File: config.mk
export PLATFORM = sky130hd
export DESIGN_NAME = rotating_xor_byte_cipher
export DESIGN_NICKNAME = d
export VERILOG_FILES = /design/src/rtl/core/rxc_pkg.sv /design/src/rtl/core/rxc_cfg.sv /design/src/rtl/core/rxc_front.sv /design/src/rtl/core/rxc_queue.sv /design/src/rtl/core/rxc_back.sv /design/src/rtl/core/rotating_xor_byte_cipher.sv
export VERILOG_INCLUDE_DIRS = /design/src /design/src/rtl/core
export SDC_FILE = /design/constraint.sdc
export NUM_CORES = 1
export LEC_CHECK = 0
export BUFFER_PORTS_ARGS = -buffer_cell sky130_fd_sc_hd__buf_4
export CAP_MARGIN = 20
export CORE_MARGIN = 2
export CORE_UTILIZATION = 40
export DETAILED_ROUTE_END_ITERATION = 16
export MAX_ROUTING_LAYER = met4
export PLACE_DENSITY = 0.67
export SETUP_SLACK_MARGIN = 0.1
export SYNTH_ARGS = -nofsm -noshare
export SYNTH_HDL_FRONTEND = slang
export SYNTH_SLANG_ARGS = --single-unit
File: constraint.sdc
create_clock -name clk -period 8.75 [get_ports clk]
set_clock_uncertainty 0.1 [all_clocks]
set_input_delay 0 -clock clk [delete_from_list [all_inputs] [get_ports clk]]
set_output_delay 0 -clock clk [all_outputs]
set_load 0.05 [all_outputs]
File: src/rtl/core/rotating_xor_byte_cipher_defines.svh
`ifndef ROTATING_XOR_BYTE_CIPHER_DEFINES_SVH
`define ROTATING_XOR_BYTE_CIPHER_DEFINES_SVH

// Property checked on every clock edge outside reset.
`define RXC_ASSERT(label, clk, rst, prop, msg) \
  label: assert property (@(posedge clk) disable iff (rst) prop) else $error(msg);

// Property checked on every clock edge, reset included.
`define RXC_ASSERT_ALWAYS(label, clk, prop, msg) \
  label: assert property (@(posedge clk) prop) else $error(msg);

`endif

File: src/rtl/core/rxc_pkg.sv
`timescale 1ns / 1ps

package rxc_pkg;

  localparam int unsigned MAX_KEY_BYTES = 8;
  localparam int unsigned QUEUE_DEPTH   = 4;
  localparam int unsigned APB_ADDR_W    = 5;
  localparam int unsigned APB_DATA_W    = 64;

  localparam logic [7:0] ESC_LEAD  = 8'hC0;
  localparam logic [7:0] ESC_TRAIL = 8'h80;

  // Register indexes, decoded from paddr[4:3]
  localparam logic [1:0] REG_KEY_BYTES    = 2'd0;
  localparam logic [1:0] REG_KEY_LENGTH   = 2'd1;
  localparam logic [1:0] REG_CIPHER_MODE  = 2'd2;
  localparam logic [1:0] REG_DECRYPT_MODE = 2'd3;

  typedef enum logic [1:0] {
    MODE_NAIVE     = 2'd0,
    MODE_SINGLE    = 2'd1,
    MODE_USUAL     = 2'd2,
    MODE_ALTERNATE = 2'd3
  } mode_t;

  typedef struct packed {
    logic [7:0] in_byte;
    logic       in_last;
  } in_item_t;

  typedef struct packed {
    logic [7:0] out_byte;
    logic       out_last;
  } out_item_t;

  typedef struct packed {
    logic [63:0] key_bytes;
    logic [3:0]  key_length;
    mode_t       cipher_mode;
    logic        decrypt_mode;
  } cfg_t;

  // One queued job: up to two cipher operations with their key bytes.
  typedef struct packed {
    logic       decrypt;
    mode_t      mode;
    logic [7:0] op0_byte;
    logic [7:0] op0_key;
    logic       op0_last;
    logic       op1_valid;
    logic [7:0] op1_byte;
    logic [7:0] op1_key;
    logic       op1_last;
  } job_t;

  function automatic logic [7:0] rot_right(input logic [7:0] v, input logic [2:0] r);
    logic [15:0] w;
    w = {v, v} >> r;
    return w[7:0];
  endfunction

  function automatic logic [7:0] rot_left(input logic [7:0] v, input logic [2:0] r);
    logic [15:0] w;
    w = {v, v} << r;
    return w[15:8];
  endfunction

  function automatic logic [7:0] encode_byte(input logic [7:0] c, input logic [7:0] k,
                                             input mode_t mode);
    logic [7:0] res;
    case (mode)
      MODE_SINGLE:    res = rot_right(c, k[2:0]) ^ k;
      MODE_USUAL:     res = rot_right(c ^ k, k[2:0]);
      MODE_ALTERNATE: res = k[0] ? rot_left(c ^ k, k[2:0]) : rot_right(c ^ k, k[2:0]);
      default:        res = c ^ k;
    endcase
    return res;
  endfunction

  function automatic logic [7:0] decode_byte(input logic [7:0] c, input logic [7:0] k,
                                             input mode_t mode);
    logic [7:0] res;
    case (mode)
      MODE_SINGLE:    res = rot_left(c ^ k, k[2:0]);
      MODE_USUAL:     res = rot_left(c, k[2:0]) ^ k;
      MODE_ALTERNATE: res = k[0] ? (rot_right(c, k[2:0]) ^ k) : (rot_left(c, k[2:0]) ^ k);
      default:        res = c ^ k;
    endcase
    return res;
  endfunction

endpackage

File: src/rtl/core/rxc_cfg.sv
`timescale 1ns / 1ps

module rxc_cfg (
  input  logic                                clk,
  input  logic                                rst,
  input  logic                                psel,
  input  logic                                penable,
  input  logic                                pwrite,
  input  logic [rxc_pkg::APB_ADDR_W-1:0]      paddr,
  input  logic [rxc_pkg::APB_DATA_W-1:0]      pwdata,
  output logic [rxc_pkg::APB_DATA_W-1:0]      prdata,
  output logic                                pready,
  output rxc_pkg::cfg_t                       cfg
);

  logic [1:0] reg_index;
  logic       wr_en;

  assign pready    = 1'b1;
  assign reg_index = paddr[4:3];
  assign wr_en     = psel && penable && pwrite;

  always_ff @(posedge clk) begin
    if (rst) begin
      cfg.key_bytes    <= '0;
      cfg.key_length   <= 4'd1;
      cfg.cipher_mode  <= rxc_pkg::MODE_NAIVE;
      cfg.decrypt_mode <= 1'b0;
    end else if (wr_en) begin
      case (reg_index)
        rxc_pkg::REG_KEY_BYTES:    cfg.key_bytes    <= pwdata;
        rxc_pkg::REG_KEY_LENGTH:   cfg.key_length   <= pwdata[3:0];
        rxc_pkg::REG_CIPHER_MODE:  cfg.cipher_mode  <= rxc_pkg::mode_t'(pwdata[1:0]);
        rxc_pkg::REG_DECRYPT_MODE: cfg.decrypt_mode <= pwdata[0];
        default: ;
      endcase
    end
  end

  always_comb begin
    case (reg_index)
      rxc_pkg::REG_KEY_BYTES:    prdata = cfg.key_bytes;
      rxc_pkg::REG_KEY_LENGTH:   prdata = {60'd0, cfg.key_length};
      rxc_pkg::REG_CIPHER_MODE:  prdata = {62'd0, cfg.cipher_mode};
      rxc_pkg::REG_DECRYPT_MODE: prdata = {63'd0, cfg.decrypt_mode};
      default:                   prdata = '0;
    endcase
  end

endmodule

File: src/rtl/core/rxc_front.sv
`timescale 1ns / 1ps

module rxc_front #(
  parameter int unsigned MAX_KEY_BYTES = rxc_pkg::MAX_KEY_BYTES
) (
  input  logic              clk,
  input  logic              rst,
  input  rxc_pkg::cfg_t     cfg,
  input  logic              in_valid,
  output logic              in_ready,
  input  rxc_pkg::in_item_t in_data,
  input  logic              queue_full,
  output logic              push,
  output rxc_pkg::job_t     job
);

  localparam logic [3:0] MaxLen = 4'(MAX_KEY_BYTES);

  logic [2:0] key_position;
  logic [2:0] key_position_next;
  logic       held;
  logic       held_next;
  logic [3:0] len;
  logic [2:0] pos0;
  logic [2:0] pos1;
  logic [2:0] pos2;
  logic [7:0] key0;
  logic [7:0] key1;
  logic       fire;
  logic       has_job;
  logic       lead_open;
  logic [7:0] b;
  logic       last;

  function automatic logic [2:0] next_pos(input logic [2:0] p, input logic [3:0] l);
    logic [3:0] inc;
    inc = {1'b0, p} + 4'd1;
    return (inc >= l) ? 3'd0 : inc[2:0];
  endfunction

  assign b    = in_data.in_byte;
  assign last = in_data.in_last;

  always_comb begin
    if (cfg.key_length == 4'd0) begin
      len = 4'd1;
    end else if (cfg.key_length > MaxLen) begin
      len = MaxLen;
    end else begin
      len = cfg.key_length;
    end
  end

  assign pos0 = ({1'b0, key_position} >= len) ? 3'd0 : key_position;
  assign pos1 = next_pos(pos0, len);
  assign pos2 = next_pos(pos1, len);
  assign key0 = cfg.key_bytes[{pos0, 3'b000} +: 8];
  assign key1 = cfg.key_bytes[{pos1, 3'b000} +: 8];

  assign in_ready  = !queue_full;
  assign fire      = in_valid && in_ready;
  assign lead_open = (b == rxc_pkg::ESC_LEAD) && !last;
  assign push      = fire && has_job;

  always_comb begin
    has_job           = 1'b1;
    held_next         = held;
    key_position_next = key_position;
    job.decrypt       = cfg.decrypt_mode;
    job.mode          = cfg.cipher_mode;
    job.op0_byte      = b;
    job.op0_key       = key0;
    job.op0_last      = last;
    job.op1_valid     = 1'b0;
    job.op1_byte      = b;
    job.op1_key       = key1;
    job.op1_last      = last;
    if (!cfg.decrypt_mode) begin
      held_next         = 1'b0;
      key_position_next = last ? 3'd0 : pos1;
    end else if (held) begin
      held_next = 1'b0;
      if (b == rxc_pkg::ESC_TRAIL) begin
        job.op0_byte      = 8'd0;
        key_position_next = last ? 3'd0 : pos1;
      end else begin
        // decode the held lead on its own, then the new byte unless it opens a new lead
        job.op0_byte = rxc_pkg::ESC_LEAD;
        job.op0_last = 1'b0;
        if (lead_open) begin
          held_next         = 1'b1;
          key_position_next = pos1;
        end else begin
          job.op1_valid     = 1'b1;
          key_position_next = last ? 3'd0 : pos2;
        end
      end
    end else if (lead_open) begin
      has_job   = 1'b0;
      held_next = 1'b1;
    end else begin
      key_position_next = last ? 3'd0 : pos1;
    end
  end

  always_ff @(posedge clk) begin
    if (rst) begin
      key_position <= '0;
      held         <= 1'b0;
    end else if (fire) begin
      key_position <= key_position_next;
      held         <= held_next;
    end
  end

endmodule

File: src/rtl/core/rxc_queue.sv
`timescale 1ns / 1ps

`include "rotating_xor_byte_cipher_defines.svh"

module rxc_queue #(
  parameter int unsigned DEPTH = rxc_pkg::QUEUE_DEPTH
) (
  input  logic          clk,
  input  logic          rst,
  input  logic          wr_en,
  input  rxc_pkg::job_t wr_job,
  output logic          full,
  input  logic          rd_en,
  output rxc_pkg::job_t rd_job,
  output logic          empty
);

  localparam int unsigned PtrW = (DEPTH > 1) ? $clog2(DEPTH) : 1;
  localparam int unsigned CntW = $clog2(DEPTH + 1);
  localparam logic [PtrW-1:0] LastSlot = PtrW'(DEPTH - 1);
  localparam logic [CntW-1:0] FullCount = CntW'(DEPTH);

  rxc_pkg::job_t   slots [DEPTH];
  logic [PtrW-1:0] wr_ptr;
  logic [PtrW-1:0] rd_ptr;
  logic [CntW-1:0] count;

  assign full   = (count == FullCount);
  assign empty  = (count == '0);
  assign rd_job = slots[rd_ptr];

  always_ff @(posedge clk) begin
    if (wr_en) begin
      slots[wr_ptr] <= wr_job;
    end
  end

  always_ff @(posedge clk) begin
    if (rst) begin
      wr_ptr <= '0;
      rd_ptr <= '0;
      count  <= '0;
    end else begin
      if (wr_en) begin
        wr_ptr <= (wr_ptr == LastSlot) ? '0 : wr_ptr + 1'b1;
      end
      if (rd_en) begin
        rd_ptr <= (rd_ptr == LastSlot) ? '0 : rd_ptr + 1'b1;
      end
      case ({wr_en, rd_en})
        2'b10:   count <= count + 1'b1;
        2'b01:   count <= count - 1'b1;
        default: count <= count;
      endcase
    end
  end

  `RXC_ASSERT(a_no_overflow, clk, rst, wr_en |-> !full, "job written into a full queue")
  `RXC_ASSERT(a_no_underflow, clk, rst, rd_en |-> !empty, "job read from an empty queue")
  `RXC_ASSERT_ALWAYS(a_count_bound, clk, rst || (count <= FullCount), "queue count beyond depth")

endmodule

File: src/rtl/core/rxc_back.sv
`timescale 1ns / 1ps

`include "rotating_xor_byte_cipher_defines.svh"

module rxc_back (
  input  logic               clk,
  input  logic               rst,
  input  logic               job_valid,
  input  rxc_pkg::job_t      job,
  output logic               pop,
  output logic               out_valid,
  input  logic               out_ready,
  output rxc_pkg::out_item_t out_data
);

  logic       phase;
  logic       load;
  logic       final_out;
  logic [7:0] enc0;
  logic [7:0] dec0;
  logic [7:0] dec1;
  rxc_pkg::out_item_t next_item;

  assign enc0 = rxc_pkg::encode_byte(job.op0_byte, job.op0_key, job.mode);
  assign dec0 = rxc_pkg::decode_byte(job.op0_byte, job.op0_key, job.mode);
  assign dec1 = rxc_pkg::decode_byte(job.op1_byte, job.op1_key, job.mode);

  always_comb begin
    if (!job.decrypt) begin
      if (enc0 == 8'd0) begin
        // escape a zero cipher byte as lead then trail
        next_item.out_byte = phase ? rxc_pkg::ESC_TRAIL : rxc_pkg::ESC_LEAD;
        next_item.out_last = phase && job.op0_last;
        final_out          = phase;
      end else begin
        next_item.out_byte = enc0;
        next_item.out_last = job.op0_last;
        final_out          = 1'b1;
      end
    end else begin
      next_item.out_byte = phase ? dec1 : dec0;
      next_item.out_last = phase ? job.op1_last : job.op0_last;
      final_out          = phase || !job.op1_valid;
    end
  end

  assign load = job_valid && (!out_valid || out_ready);
  assign pop  = load && final_out;

  always_ff @(posedge clk) begin
    if (rst) begin
      phase     <= 1'b0;
      out_valid <= 1'b0;
    end else begin
      if (load) begin
        phase     <= !final_out;
        out_valid <= 1'b1;
      end else if (out_ready) begin
        out_valid <= 1'b0;
      end
    end
  end

  always_ff @(posedge clk) begin
    if (load) begin
      out_data <= next_item;
    end
  end

  `RXC_ASSERT(a_phase_has_job, clk, rst, phase |-> job_valid, "second output with no job")
  `RXC_ASSERT(a_phase_decrypt_op1, clk, rst, (phase && job.decrypt) |-> job.op1_valid,
              "second decrypt output without a second operation")

endmodule

File: src/rtl/core/rotating_xor_byte_cipher.sv
`timescale 1ns / 1ps

// Repeating-key byte cipher with null escape on encrypt and unescape on decrypt.
// Input channel in_valid/in_ready/in_data carries one byte and its last flag;
// output channel out_valid/out_ready/out_data carries result bytes in order.
// Configure through the APB port (registers at 0x00 key bytes, 0x08 key length,
// 0x10 cipher mode, 0x18 decrypt mode) only while no message is in flight.
// A byte accepted at the input is written into the job queue, then loaded into
// the registered output stage, which raises out_valid.
// Throughput: one byte per cycle while the job queue has room. An item with two
// results (escaped zero on encrypt, held lead that turns out unpaired on decrypt)
// takes two output transfers; a four-entry job queue between the key sequencer
// and the cipher stage absorbs that, so input stalls only once the queue fills.
// A lead byte held on decrypt gives no result until its follower arrives.
// Reset (synchronous, rst high) empties the queue and output stage, sets key
// position to zero, drops any held lead and restores register defaults.
// When the receiver stalls, the output stage holds its transfer, the queue
// fills, and in_ready falls once the queue is full.
module rotating_xor_byte_cipher #(
  parameter int unsigned MAX_KEY_BYTES = rxc_pkg::MAX_KEY_BYTES,
  parameter int unsigned QUEUE_DEPTH   = rxc_pkg::QUEUE_DEPTH
) (
  input  logic                           clk,
  input  logic                           rst,
  input  logic                           psel,
  input  logic                           penable,
  input  logic                           pwrite,
  input  logic [rxc_pkg::APB_ADDR_W-1:0] paddr,
  input  logic [rxc_pkg::APB_DATA_W-1:0] pwdata,
  output logic [rxc_pkg::APB_DATA_W-1:0] prdata,
  output logic                           pready,
  input  logic                           in_valid,
  output logic                           in_ready,
  input  rxc_pkg::in_item_t              in_data,
  output logic                           out_valid,
  input  logic                           out_ready,
  output rxc_pkg::out_item_t             out_data
);

  rxc_pkg::cfg_t cfg;
  rxc_pkg::job_t wr_job;
  rxc_pkg::job_t rd_job;
  logic          push;
  logic          pop;
  logic          full;
  logic          empty;

  rxc_cfg u_cfg (
    .clk     (clk),
    .rst     (rst),
    .psel    (psel),
    .penable (penable),
    .pwrite  (pwrite),
    .paddr   (paddr),
    .pwdata  (pwdata),
    .prdata  (prdata),
    .pready  (pready),
    .cfg     (cfg)
  );

  rxc_front #(
    .MAX_KEY_BYTES (MAX_KEY_BYTES)
  ) u_front (
    .clk        (clk),
    .rst        (rst),
    .cfg        (cfg),
    .in_valid   (in_valid),
    .in_ready   (in_ready),
    .in_data    (in_data),
    .queue_full (full),
    .push       (push),
    .job        (wr_job)
  );

  rxc_queue #(
    .DEPTH (QUEUE_DEPTH)
  ) u_queue (
    .clk    (clk),
    .rst    (rst),
    .wr_en  (push),
    .wr_job (wr_job),
    .full   (full),
    .rd_en  (pop),
    .rd_job (rd_job),
    .empty  (empty)
  );

  rxc_back u_back (
    .clk       (clk),
    .rst       (rst),
    .job_valid (!empty),
    .job       (rd_job),
    .pop       (pop),
    .out_valid (out_valid),
    .out_ready (out_ready),
    .out_data  (out_data)
  );

endmodule
==> flow_summary.ini, run 1 <==
[critical_path]
cp-end-kind = register
critPathArrivalTime_ns = 7.79
cp.required_ns = 9.10
crit_fanout = 19
start_kind = register
worstSetupPathType = register to register

[route]
wl_um = 41100
vias = 11919
ant_nets = 0
dr.pass1.iters = 6
drt_iter0_markers = 981
wire_per_inst_um = 19.4
viasPerCell = 5.61
drc = 0

[yosys]
yosysMostFrequentCell = nand2_1
synth_cell_types = 71
synth-seq-area-share_pct = 45.9
synth_common_cells = 237 x nand2_1, 161 x edfxtp_1, 133 x nor2_1
synth_flop_cell = edfxtp_1
synth_area_um2 = 14300
async_flop_share_pct = 0
postSynthCellCount = 1428
synth_largest_area_cell = edfxtp_1
synth-edff-count = 161
yosys-top-cells-area = edfxtp_1 34%, dfxtp_1 12%, mux4_2 9.5%
avgSynthCellArea_um2 = 10.0
synth_seq_cells = 247
syn_nets = 1533
synth_top_area_share_pct = 33.8
yosysWarnings = 0

[final_layout]
final_util_pct = 50.1
fin_cells = 2123
fin_area_um2 = 17700
final_nets = 1744
drive_gt1_share_pct = 19.4
layout-area-overhead-vs-synth_pct = 24.1

[floorplan]
start_util_pct = 40.4
io_pins = 161
core_area_um2 = 35400
std_cell_rows = 69
die_h_um = 193
dieArea_um2 = 37300
die_width_um = 193

[timing]
drv_slew = 0
fin_crit_sh_pct = 85.1
finalSetupViolCount = 0
rsz0062_at_grt = no
clock.fmax_mhz = 134
worst_slew_pin_slew_ns = 1.04
fin_crit_ns = 7.44
finalHoldViolations = 0
slew_headroom_pct = 30.5
fin_hold_ws_ns = 0.148
tns_ns = 0
setup_slack_ns = 1.31

[grt]
grt_pass1_vias = 11666
grt.total_usage_pct = 22.5
grt_pass1_wl_um = 63900
gr-total-overflow = 0
grt_max_degree = 87
antenna_found_initial = 1

[placed_design]
hpwl_um = 27300
placed_cell_area_um2 = 15700
pre_cts_ws_ns = 1.31
dp_cells = 1956
finalWeightedCongestion = 0.925
numPortBuffers = 156

[cts]
path_clk_slew_ns = 0.06
cts_buffers = 27
cts_setup_buffers = 0
cts_root_buf = clkbuf_16
clockBufferDepth = 3
clkLatencyLatePin_ns = 0.54
numClockSinks = 247
cts_tree = done
cts_max_level = 1

[hold_path]
min_path_type = input pin to register

[power]
p_leak_nw = 6.63
total_power_mw = 5.77
peakVddDrop_uv = 233
p_per_area_nw_per_um2 = 326

[run_status]
status = completed

[run]
cap_violations = 0
-- placed cells by master (no fill, tap or decap), types with 7 or more instances in the layout --
cell           count
o211ai_1           9
nand3_1           40
edfxtp_1         161
o22ai_1           12
xor2_1            23
nand2b_1          12
dlygate4sd3_1    115
o21ai_0           75
clkbuf_16         27
buf_4            166
a31oi_1            9
nor3_1            13
xnor2_1           18
inv_1             21
and2_1            73
a21oi_1          115
nand2_1          236
mux2_2            24
mux4_2            60
ha_1              19
a21o_1             8
nor2b_1           12
a211oi_1          17
nor2_1           132
dfxtp_1           85
clkinv_2           7
a221oi_1           8
mux2i_1           62
-- final timing paths --
check,from,end,slack (ns),cells after the start
min reg2reg,u_back.out_valid,u_back.out_valid,0.37,2
max reg2reg,u_front.key_position[0],u_front.key_position[1],1.31,22
max,u_front.key_position[0],u_front.key_position[1],1.31,22
min,in_data[5],u_queue.slots[1][13],0.15,2
-- where the power goes --
| group | switching (mW) | internal [mW] |
|---|---|---|
| clock network | 0.471 | 0.643 |
| logic | 1.95 | 1.24 |
| registers | 0.0756 | 1.40 |
-- routing by layer --
| metal | GRT usage [%] | routed length (um) | up-vias | part of all wire, % |
|---|---|---|---|---|
| li1 | - | - | 5592 | - |
| met1 | 28.5 | 17100 | 5759 | 42 |
| met2 | 37.4 | 20100 | 471 | 49 |
| met3 | 2.91 | 2560 | 97 | 6.2 |
| met4 | 7.93 | 1410 | 0 | 3.4 |
| met5 | - | 0 | - | 0 |
-- worst max-delay path: stages (launching register included) --
cell and delay (ns):
dfxtp_1 0.75, inv_1 0.10, ha_1 0.30, nand2b_1 0.14, a21oi_1 0.13, nor2b_1 0.05
o21ai_0 0.27, and2_1 0.47, ha_1 0.25, xor2_1 0.36, inv_1 0.32, ha_1 0.36
a21o_1 0.15, a21oi_1 0.67, nand2_1 0.65, clkinv_1 0.55, ha_1 0.34, ha_1 0.29
a21o_1 0.16, a21o_1 0.17, a211oi_1 0.36, a32oi_1 0.17, a211oi_1 0.24
-- cell type report --
| cell class | instances | area [um^2] |
|---|---|---|
| Sequential cell | 247 | 6560 |
| Timing Repair Buffer | 282 | 2420 |
| Clock inverter | 16 | 129 |
| Antenna cell | 2 | 5.00 |
| Tap cell | 461 | 577 |
| Fill cell | 3148 | 17700 |
| Multi-Input combinational cell | 1058 | 7210 |
| Clock buffer | 34 | 752 |
| Inverter | 23 | 86.3 |
-- sequential cells by signal, indices dropped and copies added, names as in the netlist, named ones only --
register,count
u_front.held,1
u_queue.rd_ptr,2
u_back.phase,1
u_queue.count,3
u_queue.wr_ptr,2
u_back.out_valid,1
u_queue.slots,152
u_front.key_position,3
u_cfg.cfg,71
u_back.out_data,9
-- cell families after synthesis --
logic type | share of synthesized area [%]
AO/OA/AOI/OAI | 12.7
adder cells (fa/ha/maj) | 1.80
flip-flops | 45.9
buffers and inverters | 3.74
AND/OR/NAND/NOR | 17.2
XOR/XNOR | 2.85
other | 0.0262
multiplexers | 15.8
-- what timing repair did --
item,in CTS,in global routing
hold buffers,115,0
gates resized for setup,0,0
endpoints found under the hold margin,167,0
No activity file was read; power rests on OpenSTA's default activity.
==> run 2: changes to the inputs <==
--- a/config.mk
+++ b/config.mk
@@ -6,13 +6,14 @@
 export SDC_FILE = /design/constraint.sdc
 export NUM_CORES = 1
 export LEC_CHECK = 0
+export ABC_AREA = 1
 export BUFFER_PORTS_ARGS = -buffer_cell sky130_fd_sc_hd__buf_4
 export CAP_MARGIN = 20
 export CORE_MARGIN = 2
-export CORE_UTILIZATION = 40
+export CORE_UTILIZATION = 50
 export DETAILED_ROUTE_END_ITERATION = 16
 export MAX_ROUTING_LAYER = met4
-export PLACE_DENSITY = 0.67
+export PLACE_DENSITY = 0.79
 export SETUP_SLACK_MARGIN = 0.1
 export SYNTH_ARGS = -nofsm -noshare
 export SYNTH_HDL_FRONTEND = slang
==> flow_summary.ini, run 2 <==
[run_status]
status = completed

[run]
cap_violations = 0

[yosys]
synth_common_cells = 471 x nand2_1, 216 x nand3_1, 169 x o21ai_0
synth_largest_area_cell = edfxtp_1
synth_cell_types = 51
synth_flop_cell = edfxtp_1
yosysWarnings = 0
yosys-top-cells-area = edfxtp_1 34%, nand2_1 12%, dfxtp_1 12%
synth_area_um2 = 14400
synth-seq-area-share_pct = 45.6
avgSynthCellArea_um2 = 7.73
postSynthCellCount = 1861
syn_nets = 1966
yosysMostFrequentCell = nand2_1
synth-edff-count = 161
async_flop_share_pct = 0
synth_seq_cells = 247
synth_top_area_share_pct = 33.6

[cts]
path_clk_slew_ns = 0.06
clkLatencyLatePin_ns = 0.54
cts_tree = done
cts_max_level = 1
clockBufferDepth = 3
cts_buffers = 26
cts_setup_buffers = 0
cts_root_buf = clkbuf_16
numClockSinks = 247

[critical_path]
rrSetupSlack_ns = 1.60
rr_worst_depth = 31
worstSetupPathType = register to register
slowest_delay_ns = 0.55
rr_endpoint = u_front.key_position[0]
cp.required_ns = 9.13
crit_top_cell = o21ai_0
critPathArrivalTime_ns = 7.53
r2r-start = u_front.key_position[0]
start_kind = register
cp-end-kind = register
crit_fanout = 17
critPathSlowestCell = dlygate4sd3_1

[final_layout]
multi_input_area_um2 = 6700
largest_register_ffs = 152
drive_gt1_share_pct = 13.6
fill_cells = 2457
register_area_um2 = 6560
layout-area-overhead-vs-synth_pct = 21.4
reg_top3 = u_queue.slots x152, u_cfg.cfg x71, u_back.out_data x9
regMostFlops = u_queue.slots
fin_area_um2 = 17500
layout.cells.most_common_list = 471 x nand2_1, 216 x nand3_1, 175 x buf_4, 169 x o21ai_0, 161 x edfxtp_1
final_nets = 2145
final_common_cell = nand2_1

[power]
peakVddDrop_uv = 119
p_leak_nw = 7.24
total_power_mw = 5.62
p_per_area_nw_per_um2 = 322

[timing]
finalSetupViolCount = 0
worst_slew_pin_slew_ns = 1.03
slew_headroom_pct = 31.2
fin_crit_sh_pct = 81.7
drv_slew = 0
clock.fmax_mhz = 140
finalHoldViolations = 0
fin_crit_ns = 7.15
rsz0062_at_grt = no
tns_ns = 0

[route]
vias = 14095
drc = 0
wire_per_inst_um = 18.0
dr.pass1.iters = 6
drt_iter0_markers = 1377
viasPerCell = 5.76
wl_um = 44000
ant_nets = 0

[grt]
antenna_found_initial = 0
grt.total_usage_pct = 29.4
grt_pass1_wl_um = 69600
grt_pass1_vias = 13260
grt_max_degree = 125
gr-total-overflow = 0

[floorplan]
dieArea_um2 = 30100
die_width_um = 174
io_pins = 161
std_cell_rows = 62
core_area_um2 = 28500
start_util_pct = 50.5
die_h_um = 174

[placed_design]
finalWeightedCongestion = 0.971
hpwl_um = 30000
numPortBuffers = 156
placed_cell_area_um2 = 15600

[hold_path]
min_path_type = input pin to register
min-delay-start = in_data[8]
hold_end = u_queue.slots[2][16]
min_path_cells = 2
run 2: worst max path at each step:
stage / startpoint / to / slack [ns] / cells past startpoint
after floorplan: u_front.key_position[0] / u_front.key_position[2] / 3.11 / 32
after global placement: u_front.key_position[0] / u_front.key_position[2] / 1.97 / 28
after detailed placement: u_front.key_position[0] / u_front.key_position[2] / 1.89 / 28
after CTS: u_front.key_position[0] / u_front.key_position[0] / 1.41 / 29
after global routing: u_front.key_position[0] / u_front.key_position[0] / 1.10 / 31
final: u_front.key_position[0] / u_front.key_position[0] / 1.60 / 31
run 2: routing by layer:
metal	track usage [%]	up-vias	wire length (um)	part of all wire (%)
met2	50.8	646	21700	49
met3	2.57	101	2740	6.2
met4	10.6	0	1660	3.8
met5	-	-	0	0
li1	-	6734	-	-
met1	36.1	6614	17900	41
run 2: cell families after synthesis:
logic type	count (synthesis)	share of synthesized area, %
DFF	247	45.6
adders and majority gates	20	1.79
other	1	0.0261
and+or+nand+nor	895	26.5
buffers and inverters	261	8.05
AOI/OAI and AO/OA	410	16.3
xor gates and xnor gates	21	1.28
muxes	6	0.426
run 2: metrics by stage:
step	std cells	setup slack (ns)	hold WS [ns]	util, %
floorplan	1861	3.11	-0.0309	-
detailed placement	2311	1.89	0.131	54.9
global placement	2311	1.97	0.124	54.9
finish	2445	1.60	0.133	61.3
CTS	2442	1.41	0.123	61.2
global route	2444	1.10	0.159	61.3
run 2: area by class of cell:
type	count	area share, %
multi-input cells	1353	38.4
flip-flops and latches	247	37.6
repair buffers	259	12.4
clock buffers	34	4.25
inverters	153	3.31
well taps	384	2.75
clock inverters	14	1.30
diodes	1	0.0143
run 2: report_power, final:
group | leakage, nW | total [mW] | internal (mW) | switching [mW]
Combinational | 4.57 | 2.95 | 0.871 | 2.08
Clock | 0.464 | 1.21 | 0.751 | 0.463
Sequential | 2.20 | 1.45 | 1.41 | 0.0435
Total | 7.24 | 5.62 | 3.03 | 2.58
run 2: worst max-delay path: cells and delay by family (launching register included):
family	cells	cell delay, ns
AOI/OAI and AO/OA	10	1.54
adders and majority gates	5	1.49
buffers and inverters	8	1.89
DFF	1	0.50
and+or+nand+nor	8	1.57
run 2: repair_timing:
item,4_1_cts,5_1_grt
endpoints found under the hold margin,146,0
gates resized for setup,0,0
hold buffers,83,0
==> run 3: changes to the inputs <==
--- a/config.mk
+++ b/config.mk
@@ -13,7 +13,7 @@
 export CORE_UTILIZATION = 50
 export DETAILED_ROUTE_END_ITERATION = 16
 export MAX_ROUTING_LAYER = met4
-export PLACE_DENSITY = 0.79
+export PLACE_DENSITY = 0.82
 export SETUP_SLACK_MARGIN = 0.1
 export SYNTH_ARGS = -nofsm -noshare
 export SYNTH_HDL_FRONTEND = slang
==> constraint.sdc (replaced) <==
create_clock -name clk -period 5.9 [get_ports clk]
set_clock_uncertainty 0.1 [all_clocks]
set_input_delay 0 -clock clk [delete_from_list [all_inputs] [get_ports clk]]
set_output_delay 0 -clock clk [all_outputs]
set_load 0.05 [all_outputs]
==> flow_summary.ini, run 3 (synthesis results as in run 2) <==
[final_layout]
layout.cells.most_common_list = 471 x nand2_1, 216 x nand3_1, 182 x buf_4, 169 x o21ai_0, 161 x edfxtp_1
layout-area-overhead-vs-synth_pct = 20.9
reg_top3 = u_queue.slots x152, u_cfg.cfg x71, u_back.out_data x9
largest_register_ffs = 152
fin_area_um2 = 17400
final_nets = 2154
final_common_cell = nand2_1
diodes = 0
regMostFlops = u_queue.slots
drive_gt1_share_pct = 13.9

[timing]
clock.fmax_mhz = 194
finalSetupViolCount = 0
fin_crit_ns = 5.14
rsz0062_at_grt = no
tns_ns = 0
drv_slew = 0
fin_crit_sh_pct = 87.2
worst_slew_pin_slew_ns = 1.08
finalHoldViolations = 0
slew_headroom_pct = 28.0

[cts]
cts_buffers = 26
path_clk_slew_ns = 0.06
cts_root_buf = clkbuf_16
clockBufferDepth = 3
numClockSinks = 247
cts_max_level = 1
cts_tree = done
clkLatencyLatePin_ns = 0.54

[power]
peakVddDrop_uv = 219
seqPwrFrac_pct = 26.5
swShare_pct = 47.2
p_clk_share_pct = 19.2
p_leak_nw = 7.22
combPwrFrac_pct = 54.3
p_switching_mw = 3.83
p_per_area_nw_per_um2 = 467
intPower_mw = 4.28

[hold_path]
min_path_type = input pin to register

[critical_path]
cp.required_ns = 6.24
cp-startpoint = u_cfg.cfg[6]
critPathSlowestCell = dfxtp_1
rrSetupSlack_ns = 0.76
r2r-start = u_cfg.cfg[6]
worstSetupPathType = register to register
start_kind = register
crit_fanout = 24
slowest_delay_ns = 0.33
cp-end-kind = register
rr_worst_depth = 32
rr_endpoint = u_front.key_position[2]
endpoint = u_front.key_position[2]
critPathArrivalTime_ns = 5.49

[run_status]
status = completed

[route]
wl_um = 44900
ant_nets = 0
wire_per_inst_um = 18.3
vias = 14131
viasPerCell = 5.76
drc = 0
drt_iter0_markers = 1468
dr.pass1.iters = 6

[grt]
grt_pass1_wl_um = 70800
grt_max_degree = 125
gr-total-overflow = 0
grt_pass1_vias = 13289
antenna_found_initial = 0
grt.total_usage_pct = 30.2

[placed_design]
numPortBuffers = 156
finalWeightedCongestion = 0.958
placed_cell_area_um2 = 15700
hpwl_um = 30100

[run]
cap_violations = 0

[floorplan]
std_cell_rows = 62
die_width_um = 174
dieArea_um2 = 30100
core_area_um2 = 28500
die_h_um = 174
io_pins = 161
start_util_pct = 50.5
[run 3: layout make-up]
cell class | instances | area [um^2]
fill | 2372 | 11100
multi-input combinational | 1353 | 6700
sequential | 247 | 6560
timing repair buffer | 268 | 2240
clock buffer | 33 | 728
inverter | 153 | 581
tap | 384 | 480
clock inverter | 15 | 93.8
[run 3: worst min path at each step]
stage	startpoint	to	slack [ns]	cells after the start
global route	in_data[3]	u_queue.slots[2][11]	0.16	2
finish	in_data[2]	u_queue.slots[1][10]	0.16	2
detailed placement	in_data[8]	u_queue.slots[2][16]	0.12	1
global placement	in_data[8]	u_queue.slots[2][16]	0.12	1
floorplan	rst	u_front.key_position[0]	-0.03	1
CTS	in_data[8]	u_queue.slots[2][16]	0.11	2
[run 3: timing repair]
item,4_1_cts,5_1_grt
hold endpoints to repair,146,0
setup buffers,0,1
hold buffers,85,0
gates resized for setup,0,3
endpoints found under the setup margin,0,3
[run 3: metrics by stage]
| step | cells | power, mW | utilization, % | hold slack (ns) | setup WS, ns |
|---|---|---|---|---|---|
| 2_1_floorplan | 1861 | 5.45 | - | -0.0309 | 0.256 |
| 3_3_place_gp | 2318 | 6.40 | 55.0 | 0.118 | 0.454 |
| 3_5_place_dp | 2318 | 6.45 | 55.0 | 0.119 | 0.386 |
| 4_1_cts | 2451 | 8.05 | 60.9 | 0.109 | 0.372 |
| 5_1_grt | 2453 | 8.72 | 61.0 | 0.159 | 0.0834 |
| 6_report | 2453 | 8.12 | 61.0 | 0.157 | 0.756 |
[run 3: critical path, delay by kind of cell (launching register included)]
kind	cells	cell delay, ns
buffers and inverters	9	1.14
adders and majority gates	4	1.03
DFF	1	0.33
AOI/OAI and AO/OA	11	1.35
and+or+nand+nor	8	1.09
[run 3: power by group through the flow]
stage / Combinational, mW / Sequential [mW] / Clock, mW
detailed placement: 4.26 / 2.19 / 0
global placement: 4.22 / 2.18 / 0
global route: 4.91 / 2.17 / 1.64
CTS: 4.33 / 2.15 / 1.57
floorplan: 3.15 / 2.30 / 0
finish: 4.41 / 2.15 / 1.56
[run 3: per-layer routing]
layer  GRT usage (%)  up-vias  wire length [um]  share of wire, %
met1            37.7     6593             18300                41
met5               -        -                 0                 0
met2            50.2      670             21700                48
li1                -     6745                 -                 -
met4            11.6        0              1750               3.9
met3            3.90      123              3240               7.2
